<file path="src/rtl/wgsf_pkg.sv">
// ----------------------------------------------------------------------------
// wgsf_pkg
// shared types and constants of the window grayscale / sepia filter
// ----------------------------------------------------------------------------
package wgsf_pkg;

	// pixel transaction entering the filter
	typedef struct packed {
		logic [11:0] pos_x;
		logic [11:0] pos_y;
		logic [7:0]  red_in;
		logic [7:0]  green_in;
		logic [7:0]  blue_in;
	} pix_in_t;

	// pixel transaction leaving the filter
	typedef struct packed {
		logic [7:0] red_out;
		logic [7:0] green_out;
		logic [7:0] blue_out;
		logic       was_filtered;
	} pix_out_t;

	// first stage contents handed from the front end to the arithmetic pipe
	typedef struct packed {
		logic       valid;
		logic       do_gray;
		logic       do_sepia;
		logic [7:0] red;
		logic [7:0] green;
		logic [7:0] blue;
	} wgsf_s1_t;

	// filter mode codes
	localparam logic [1:0] MODE_PASS  = 2'd0;
	localparam logic [1:0] MODE_GRAY  = 2'd1;
	localparam logic [1:0] MODE_SEPIA = 2'd2;

	// register indexes of the write port
	localparam logic [2:0] REG_FILTER_MODE = 3'd0;
	localparam logic [2:0] REG_COLOR_IMAGE = 3'd1;
	localparam logic [2:0] REG_SEL_LEFT    = 3'd2;
	localparam logic [2:0] REG_SEL_TOP     = 3'd3;
	localparam logic [2:0] REG_SEL_RIGHT   = 3'd4;
	localparam logic [2:0] REG_SEL_BOTTOM  = 3'd5;

	// sepia matrix in thousandths
	localparam logic [9:0] K_RR = 10'd393;
	localparam logic [9:0] K_RG = 10'd769;
	localparam logic [9:0] K_RB = 10'd189;
	localparam logic [9:0] K_GR = 10'd349;
	localparam logic [9:0] K_GG = 10'd686;
	localparam logic [9:0] K_GB = 10'd168;
	localparam logic [9:0] K_BR = 10'd272;
	localparam logic [9:0] K_BG = 10'd534;
	localparam logic [9:0] K_BB = 10'd131;

	// rounding offset before the divide by 1000
	localparam logic [18:0] SEP_ROUND = 19'd500;
	// accumulator value from which the channel saturates at 255
	localparam logic [18:0] SEP_SAT   = 19'd255500;
	// reciprocal of 1000 scaled by 2^28, exact for accumulators below 2^18
	localparam logic [18:0] RECIP_1000 = 19'd268436;
	localparam int          RECIP_1000_SHIFT = 28;

	// reciprocal of 3 scaled by 2^11, exact for sums below 2048
	localparam logic [9:0] RECIP_3 = 10'd683;
	localparam int         RECIP_3_SHIFT = 11;

	localparam logic [7:0] CHAN_MAX = 8'd255;

endpackage

</file>
<file path="src/rtl/wgsf_core.sv">
// ----------------------------------------------------------------------------
// wgsf_core
// arithmetic pipe: grayscale average and sepia matrix with rounding and clamp
// ----------------------------------------------------------------------------
module wgsf_core (
	input  logic               clk,
	input  logic               arst_n,
	input  wgsf_pkg::wgsf_s1_t stage1,
	output logic               done,
	output wgsf_pkg::pix_out_t result
);
	import wgsf_pkg::*;

	// stage 2 registers: products
	logic        valid_s2, gray_s2, sepia_s2;
	logic [7:0]  red_s2, green_s2, blue_s2;
	logic [17:0] p_rr_s2, p_rg_s2, p_rb_s2;
	logic [17:0] p_gr_s2, p_gg_s2, p_gb_s2;
	logic [17:0] p_br_s2, p_bg_s2, p_bb_s2;
	logic [18:0] gprod_s2;

	// stage 3 registers: sums
	logic        valid_s3, gray_s3, sepia_s3;
	logic [7:0]  red_s3, green_s3, blue_s3;
	logic [18:0] acc_r_s3, acc_g_s3, acc_b_s3;
	logic [7:0]  avg_s3;

	// stage 4 registers: quotients and saturation flags
	logic        valid_s4, gray_s4, sepia_s4;
	logic [7:0]  red_s4, green_s4, blue_s4;
	logic [7:0]  avg_s4;
	logic [7:0]  q_r_s4, q_g_s4, q_b_s4;
	logic        sat_r_s4, sat_g_s4, sat_b_s4;

	// stage 5 output registers
	logic     valid_s5;
	pix_out_t res_s5;

	logic [9:0]  sum_rgb;
	logic [36:0] qp_r, qp_g, qp_b;

	// valid bits travel with the data
	always_ff @(posedge clk or negedge arst_n) begin
		if (!arst_n) begin
			valid_s2 <= 1'b0;
			valid_s3 <= 1'b0;
			valid_s4 <= 1'b0;
			valid_s5 <= 1'b0;
		end else begin
			valid_s2 <= stage1.valid;
			valid_s3 <= valid_s2;
			valid_s4 <= valid_s3;
			valid_s5 <= valid_s4;
		end
	end

	// rounded channel sum for the average
	assign sum_rgb = 10'(stage1.red) + 10'(stage1.green) + 10'(stage1.blue) + 10'd1;

	// stage 2: matrix products and scaled sum
	always_ff @(posedge clk) begin
		gray_s2  <= stage1.do_gray;
		sepia_s2 <= stage1.do_sepia;
		red_s2   <= stage1.red;
		green_s2 <= stage1.green;
		blue_s2  <= stage1.blue;
		p_rr_s2  <= stage1.red   * K_RR;
		p_rg_s2  <= stage1.green * K_RG;
		p_rb_s2  <= stage1.blue  * K_RB;
		p_gr_s2  <= stage1.red   * K_GR;
		p_gg_s2  <= stage1.green * K_GG;
		p_gb_s2  <= stage1.blue  * K_GB;
		p_br_s2  <= stage1.red   * K_BR;
		p_bg_s2  <= stage1.green * K_BG;
		p_bb_s2  <= stage1.blue  * K_BB;
		gprod_s2 <= 19'(20'(sum_rgb) * 20'(RECIP_3));
	end

	// stage 3: accumulate with rounding offset, average falls out of the shift
	always_ff @(posedge clk) begin
		gray_s3  <= gray_s2;
		sepia_s3 <= sepia_s2;
		red_s3   <= red_s2;
		green_s3 <= green_s2;
		blue_s3  <= blue_s2;
		acc_r_s3 <= 19'(p_rr_s2) + 19'(p_rg_s2) + 19'(p_rb_s2) + SEP_ROUND;
		acc_g_s3 <= 19'(p_gr_s2) + 19'(p_gg_s2) + 19'(p_gb_s2) + SEP_ROUND;
		acc_b_s3 <= 19'(p_br_s2) + 19'(p_bg_s2) + 19'(p_bb_s2) + SEP_ROUND;
		avg_s3   <= gprod_s2[RECIP_3_SHIFT +: 8];
	end

	// divide by 1000 through the reciprocal, only meaningful below saturation
	assign qp_r = acc_r_s3[17:0] * RECIP_1000;
	assign qp_g = acc_g_s3[17:0] * RECIP_1000;
	assign qp_b = acc_b_s3[17:0] * RECIP_1000;

	// stage 4: quotients and clamp flags
	always_ff @(posedge clk) begin
		gray_s4  <= gray_s3;
		sepia_s4 <= sepia_s3;
		red_s4   <= red_s3;
		green_s4 <= green_s3;
		blue_s4  <= blue_s3;
		avg_s4   <= avg_s3;
		q_r_s4   <= qp_r[RECIP_1000_SHIFT +: 8];
		q_g_s4   <= qp_g[RECIP_1000_SHIFT +: 8];
		q_b_s4   <= qp_b[RECIP_1000_SHIFT +: 8];
		sat_r_s4 <= (acc_r_s3 >= SEP_SAT);
		sat_g_s4 <= (acc_g_s3 >= SEP_SAT);
		sat_b_s4 <= (acc_b_s3 >= SEP_SAT);
	end

	// stage 5: pick the filtered or original pixel
	always_ff @(posedge clk) begin
		if (sepia_s4) begin
			res_s5.red_out   <= sat_r_s4 ? CHAN_MAX : q_r_s4;
			res_s5.green_out <= sat_g_s4 ? CHAN_MAX : q_g_s4;
			res_s5.blue_out  <= sat_b_s4 ? CHAN_MAX : q_b_s4;
		end else if (gray_s4) begin
			res_s5.red_out   <= avg_s4;
			res_s5.green_out <= avg_s4;
			res_s5.blue_out  <= avg_s4;
		end else begin
			res_s5.red_out   <= red_s4;
			res_s5.green_out <= green_s4;
			res_s5.blue_out  <= blue_s4;
		end
		res_s5.was_filtered <= sepia_s4 | gray_s4;
	end

	assign done   = valid_s5;
	assign result = res_s5;

endmodule

</file>
<file path="src/rtl/window_gray_sepia_filter_unit.sv">
// ----------------------------------------------------------------------------
// window_gray_sepia_filter_unit: grayscale / sepia filter over a selection
// each accepted pixel passes the registers of stages 1 to 5 before done; one pixel accepted every cycle, busy stays low
// done is a one-cycle strobe set by the five-stage pipe; results cannot be held off
// reset clears the valid bits and returns registers to pass through, full-image window
// ----------------------------------------------------------------------------
module window_gray_sepia_filter_unit #(
	parameter int MAX_DIM = 4096
) (
	input  logic               clk,
	input  logic               arst_n,
	input  logic               start,
	output logic               busy,
	input  wgsf_pkg::pix_in_t  pixel,
	output logic               done,
	output wgsf_pkg::pix_out_t result,
	input  logic               cfg_wr_en,
	input  logic [2:0]         cfg_idx,
	input  logic [12:0]        cfg_wdata
);
	import wgsf_pkg::*;

	localparam logic [12:0] SEL_RESET = 13'(MAX_DIM % 8192);

	logic [1:0]  filter_mode_q;
	logic        color_image_q;
	logic [11:0] sel_left_q, sel_top_q;
	logic [12:0] sel_right_q, sel_bottom_q;

	logic     accept;
	logic     in_window;
	logic     active;
	wgsf_s1_t stage_s1;

	// the pipe never stalls
	assign busy   = 1'b0;
	assign accept = start & ~busy;

	// configuration registers
	always_ff @(posedge clk or negedge arst_n) begin
		if (!arst_n) begin
			filter_mode_q <= MODE_PASS;
			color_image_q <= 1'b0;
			sel_left_q    <= '0;
			sel_top_q     <= '0;
			sel_right_q   <= SEL_RESET;
			sel_bottom_q  <= SEL_RESET;
		end else if (cfg_wr_en) begin
			case (cfg_idx)
				REG_FILTER_MODE: filter_mode_q <= cfg_wdata[1:0];
				REG_COLOR_IMAGE: color_image_q <= cfg_wdata[0];
				REG_SEL_LEFT:    sel_left_q    <= cfg_wdata[11:0];
				REG_SEL_TOP:     sel_top_q     <= cfg_wdata[11:0];
				REG_SEL_RIGHT:   sel_right_q   <= cfg_wdata;
				REG_SEL_BOTTOM:  sel_bottom_q  <= cfg_wdata;
				default: ;
			endcase
		end
	end

	// selection window test
	assign in_window = (pixel.pos_x >= sel_left_q) && (13'(pixel.pos_x) < sel_right_q) &&
	                   (pixel.pos_y >= sel_top_q)  && (13'(pixel.pos_y) < sel_bottom_q);
	assign active = in_window & color_image_q;

	// stage 1: valid bit, pixel and mode decision
	always_ff @(posedge clk or negedge arst_n) begin
		if (!arst_n) begin
			stage_s1 <= '0;
		end else begin
			stage_s1.valid    <= accept;
			stage_s1.do_gray  <= active && (filter_mode_q == MODE_GRAY);
			stage_s1.do_sepia <= active && (filter_mode_q == MODE_SEPIA);
			stage_s1.red      <= pixel.red_in;
			stage_s1.green    <= pixel.green_in;
			stage_s1.blue     <= pixel.blue_in;
		end
	end

	wgsf_core u_core (
		.clk    (clk),
		.arst_n (arst_n),
		.stage1 (stage_s1),
		.done   (done),
		.result (result)
	);

	// every accepted transaction leaves as a done strobe once it has passed stages 1 to 5
	a_latency_out: assert property (@(posedge clk) disable iff (!arst_n)
		accept |-> ##5 done)
		else $error("accepted pixel did not produce a result after five cycles");

	a_latency_in: assert property (@(posedge clk) disable iff (!arst_n)
		done |-> $past(accept, 5))
		else $error("result strobe without a matching accepted pixel");

	// a filtered result needs a colour image and an active mode
	a_filter_cfg: assert property (@(posedge clk) disable iff (!arst_n)
		(done && result.was_filtered) |->
		(color_image_q && (filter_mode_q == MODE_GRAY || filter_mode_q == MODE_SEPIA)))
		else $error("pixel filtered while the configuration disables filtering");

	// grayscale results carry one value on all channels
	a_gray_equal: assert property (@(posedge clk) disable iff (!arst_n)
		(done && result.was_filtered && filter_mode_q == MODE_GRAY) |->
		(result.red_out == result.green_out && result.green_out == result.blue_out))
		else $error("grayscale result with differing channels");

endmodule

</file>
<file path="config.mk">
export PLATFORM = sky130hd
export DESIGN_NAME = window_gray_sepia_filter_unit
export DESIGN_NICKNAME = d
export VERILOG_FILES = /design/src/rtl/wgsf_pkg.sv /design/src/rtl/wgsf_core.sv /design/src/rtl/window_gray_sepia_filter_unit.sv
export SDC_FILE = /design/constraint.sdc
export NUM_CORES = 2
export LEC_CHECK = 0
export BUFFER_PORTS_ARGS = -buffer_cell sky130_fd_sc_hd__buf_2
export CORE_UTILIZATION = 35
export CTS_BUF_LIST = sky130_fd_sc_hd__clkbuf_4
export DETAILED_ROUTE_END_ITERATION = 10
export SLEW_MARGIN = 0
export SYNTH_ARGS = -nofsm -noshare
export SYNTH_HDL_FRONTEND = slang
export SYNTH_SLANG_ARGS = --single-unit
</file>
<file path="constraint.sdc">
create_clock -name clk -period 8.15 [get_ports clk]
set_input_delay 0.815 -clock clk [delete_from_list [all_inputs] [get_ports clk]]
set_output_delay 0.815 -clock clk [all_outputs]
set_load 0.02 [all_outputs]
</file>
Word level (Yosys, flattened, before mapping) --
Index checks and enable logic that the tools add are counted.
Word-level totals: flip-flop bits (word level) 450, word-level logic and storage cells 114
Operators by class: $add $sub $neg 12, bitwise operators 2, order comparisons 7, equal/unequal tests 7, reductions and logical operators 12, $mul 13, mux-type cells 5
Operators with widths (count):
- 18-bit by 17-bit multiplier with 34-bit output, second input constant | 3
- 8-bit by 9-bit multiplier with 17-bit output, second input constant | 4
- 17-bit by 18-bit adder with 19-bit output | 3
- 19-bit by 16-bit adder with 19-bit output | 3
- 19-bit by 9-bit adder with 19-bit output, second input constant | 3
- 19-bit by 18-bit greater-or-equal comparator with 1-bit output, second input constant | 3
- 24-bit 2-to-1 mux | 2
- 8-bit by 8-bit multiplier with 16-bit output, second input constant | 2
- 12-bit by 13-bit < comparator with 1-bit output | 2
- 8-bit by 5-bit multiplier with 13-bit output, second input constant | 2
- 12-bit greater-or-equal comparator | 2
- 8-bit 2-to-1 mux | 3
- 10-bit by 10-bit multiplier with 19-bit output, second input constant | 1
- 8-bit by 10-bit multiplier with 18-bit output, second input constant | 1
- 2-bit AND reduction | 6
- 10-bit by 1-bit adder with 10-bit output, second input constant | 1
- 10-bit by 8-bit adder with 10-bit output | 1
- 8-bit by 8-bit adder with 9-bit output | 1
- 3-bit by 2-bit == test with 1-bit output, second input constant | 2
- 3-bit == test, second input constant | 2
- 1-bit logical AND | 5
- 3-bit by 1-bit == test with 1-bit output, second input constant | 1
- 3-bit zero test | 1
- 2-bit by 1-bit == test with 1-bit output, second input constant | 1
- other kinds (3) | 3

Longest topological paths before layout --
word-level depth 6, depth in mapped cells 31

Cells and area by module --
Synthesis repeated with hierarchy kept, for this count alone.
Unflattened totals: cells, all modules 3442, area total of the unflattened synthesis 35780.6 sq um
By module, submodules not included:
- wgsf_core | cells an instance 3112, times used 1, area each 31964.4 sq um
- window_gray_sepia_filter_unit | cells an instance 330, times used 1, area each 3816.2 sq um

Worst setup path before layout --
No wires, ideal clock.
path kind reg2reg, from register stage_s1[8] in the netlist's numbering, to register u_core.gprod_s2[18], library setup time 0.130 ns, slack 1.395 ns, path buffers 0, cell stages (with the launch flop) 31, arrival time 6.625 ns, cells stage by stage dfrtp_1 > ha_1 > inv_1 > fa_1 > nor2b_1 > o21ai_0 > a21boi_0 > nor2_1 > ha_1 > a21boi_0 > o21ai_0 > nand2b_1 > a21o_1 > a21o_1 > xnor2_1 > ha_1 > ha_1 > fa_1 > fa_1 > inv_1 > fa_1 > inv_1 > ha_1 > a21oi_1 > o21ai_0 > nor3_1 > a21oi_1 > o211a_1 > o31a_1 > nor2_1 > xnor3_1
Between the ends: cells in the longest elaborated chain, start to end 4
Ends and longest elaborated chain:
- from (decl) | RTL line window_gray_sepia_filter_unit.sv:33 | wgsf_s1_t stage_s1;
- 8-bit by 8-bit adder with 9-bit output | RTL line wgsf_core.sv:58 | assign sum_rgb = 10'(stage1.red) + 10'(stage1.green) + 10'(stage1.blue) + 10'd1;
- 10-bit by 8-bit adder with 10-bit output | RTL line wgsf_core.sv:58
- 10-bit by 1-bit adder with 10-bit output | RTL line wgsf_core.sv:58
- 10-bit by 10-bit multiplier with 19-bit output | RTL line wgsf_core.sv:76 | gprod_s2 <= 19'(20'(sum_rgb) * 20'(RECIP_3));
- to (signal assigned) | RTL line wgsf_core.sv:76
- to (decl) | RTL line wgsf_core.sv:20 | logic [18:0] gprod_s2;
Every way passes these cells. A chain may end at the register's enable or synchronous reset.

Worst setup path after layout --
from register stage_s1[16] in the netlist's numbering, to register u_core.gprod_s2[18]
The elaborated chain is that of the path after synthesis.

==> run metrics <==
Hold Crit Start=pixel[22]; CP Class=reg2reg; most common flop cell mapped by yosys=dfxtp_1; clock slew at reported path FFs=approximately 0.07 ns; H-tree Lvls=3; r2r setup slk=~0.69 ns; Root Driver=clkbuf_4; Area Overhead vs Synth=11.0%; Worst Setup End Kind=register; status=finished, final reports clean; simple-gate share of the synthesized area=0.0584; largest family of logic cells by synthesized area=adder cells; hold depth=1; die area=103000 sq um; syn nets=approximately 4700; Max-Cap Viols=0; Top Family by Delay on Critical Path=adder cells; cell row count=about 120; post-synthesis mux area share=0.0104; Synth Area per Inst=between 10 and 15 sq um; CP max stage delay=roughly 0.54 ns; RSZ-0062 raised after global routing=no; Syn Std Cell Area=between 30000 and 40000 sq um; Mapped Cells=approximately 3400; number of synthesized register bits=just over 400; post-synthesis compound-gate area fraction=0.0787; nets@finish=4932; worst slew pin tran=roughly 1.2 ns; setup TNS=0 ns; crit path DAT=8.23 ns; DRT antenna net count=0; Slew headroom=0.222; Hold Crit Class=in2reg; Fill cells=just over 10000; hold_ws=0.100 ns; vias=about 23000; DRT iter0 DRCs=896; drt wl/cell=15.3 microns; iteration count of the initial detailed-routing pass=5; Die H=around 320 microns; fmax=134 MHz; clk_lat worst skew=around 0.9 ns; overall routing resource usage=0.157; post-route clock skew=about 0.08 ns; largest net degree at the start of global routing=46; Final setup viols=0; CP Buf/Inv Count=3; clock sink count=around 410; Slowest-stage cell, CP=dfrtp_1; vias in the first global route=about 24000; Post-DP HPWL=about 66000 microns; Worst Hold Endpoint=stage_s1[22]; Post-DP Area=about 38000 sq um; Unique masters post-synth=between 70 and 80; Post-synth EDFFs=0; final hold violations=0; yosys warns=0; CTS Buf Count=roughly 110; post-synthesis sequential area ratio=0.242; drt drc=0; core area=approximately 100000 sq um; CP Max Fanout=9; fin crit share=0.915; CP startpoint kind=register; layout cells sized above 1=0.0892; grt ovf=0; Synth Area in Adders=0.494; Period minus WS final=between 7 and 8 ns; CP dominant cell by count=ha_1; top-level I/O count=between 90 and 100; FFs w/ async S/R, synth=0.206; initial antenna violation count=14; FF-to-FF End=u_core.gprod_s2[18]; number of port buffers=a little over 90; worst path required time=about 8.9 ns; Max Transition Viols Final=0; vias per cell=about 4.6; Initial Util=0.354; GP Congestion=around 0.86; WL final=between 70000 and 80000 microns; Crit Reg-Reg Startpoint=stage_s1[16]; CTS Buffer Depth=3; first-pass GRT wire length=127000 microns; Die Wd=321 microns; Worst Reg-to-Reg Cells=29; Post-Synth XOR/XNOR Area=0.0386; CTS tree=done; Design Area, Final=39500 sq um
placed cells by master, fill, tap and decap left out, types with 78 or more instances in the layout:
| cell type | instances |
|---|---|
| dfxtp_1 | 324 |
| xnor2_1 | 117 |
| inv_1 | 731 |
| buf_2 | 92 |
| o21ai_0 | 90 |
| nor2_1 | 101 |
| dfrtp_1 | 82 |
| clkbuf_4 | 152 |
| a21oi_1 | 116 |
| nand2_1 | 78 |
| fa_1 | 283 |
| ha_1 | 950 |
state kept, by name, summed over array words and instances, names as in the netlist, 10 cells and up:
| name | flops |
|---|---|
| u_core.p_bb_s2 | 15 |
| sel_bottom_q | 13 |
| sel_right_q | 13 |
| sel_top_q | 12 |
| u_core.p_gg_s2 | 15 |
| stage_s1 | 27 |
| sel_left_q | 12 |
| u_core.p_rb_s2 | 14 |
| u_core.p_bg_s2 | 14 |
| u_core.p_rr_s2 | 14 |
| u_core.result | 25 |
| u_core.acc_r_s3 | 19 |
| u_core.p_gb_s2 | 10 |
| u_core.p_gr_s2 | 15 |
| u_core.p_rg_s2 | 10 |
| u_core.acc_b_s3 | 18 |
| u_core.acc_g_s3 | 18 |
cell families after synthesis:
logic type | Yosys count
multiplexers | 33
AO/OA/AOI/OAI | 422
adder cells (fa/ha/maj) | 1233
XOR/XNOR | 155
AND/OR/NAND/NOR | 413
other | 1
flip-flops | 408
buffers and inverters | 744
through the flow:
stage / util / std cells / setup WS, ns
3_5_place_dp: 0.376 / 4856 / 0.736
2_1_floorplan: - / 3409 / 1.40
3_3_place_gp: 0.376 / 4856 / 0.748
4_1_cts: 0.393 / 5081 / 0.666
6_report: 0.393 / 5090 / 0.690
5_1_grt: 0.393 / 5087 / 0.173
repair_timing:
| action | in CTS | in global routing |
|---|---|---|
| hold buffers | 23 | 0 |
| buffers inserted | 0 | 0 |
| endpoints found under the hold margin | 59 | 0 |
| resized for setup | 0 | 0 |
area by class of cell:
class / count / area, sq um / share of cell area
clock buffers: 152 / 1140 / 0.0289
repair buffers: 126 / 773 / 0.0196
clock inverters: 50 / 320 / 0.00811
flip-flops and latches: 408 / 8590 / 0.218
well taps: 1357 / 1700 / 0.0430
inverters: 731 / 2740 / 0.0695
diodes: 9 / 22.5 / 0.000571
multi-input cells: 2257 / 24200 / 0.613
worst max path at each step:
stage                             from                   to  cells past startpoint
after global placement    stage_s1[16]  u_core.gprod_s2[18]                     30
final                     stage_s1[16]  u_core.gprod_s2[18]                     29
after global routing      stage_s1[16]  u_core.gprod_s2[18]                     30
after detailed placement  stage_s1[16]  u_core.gprod_s2[18]                     30
after floorplan            stage_s1[8]  u_core.gprod_s2[18]                     30
after CTS                 stage_s1[16]  u_core.gprod_s2[18]                     30
worst reg2reg max path, delay by kind of cell (launching register included):
kind | cells | cell delay, ns
flip-flops | 1 | 0.54
adder cells (fa/ha/maj) | 9 | 3.40
AND/OR/NAND/NOR | 4 | 0.51
buffers and inverters | 3 | 0.14
AO/OA/AOI/OAI | 10 | 1.91
XOR/XNOR | 3 | 0.80
cell usage after synthesis, drive strengths merged (40+ instances only):
library cell	n	area (sq um)
nor2	101	379
xnor2	117	1020
fa	283	5670
nor3	42	210
inv	731	2740
a21oi	118	598
nand2	78	293
a21o	41	308
nand3	40	200
dfrtp	82	2050
ha	950	11900
o21ai	92	464
dfxtp	324	6490
nor2b	40	250
layer usage:
metal / GRT usage / wire length [microns]
met3: 0.0313 / 3830
met2: 0.256 / 35000
met1: 0.214 / 37800
met5: 0 / 26
met4: 0.0315 / 1200
Power is not shown: default switching activity piles up to over one toggle a cycle in this logic, so the estimate is an artifact.
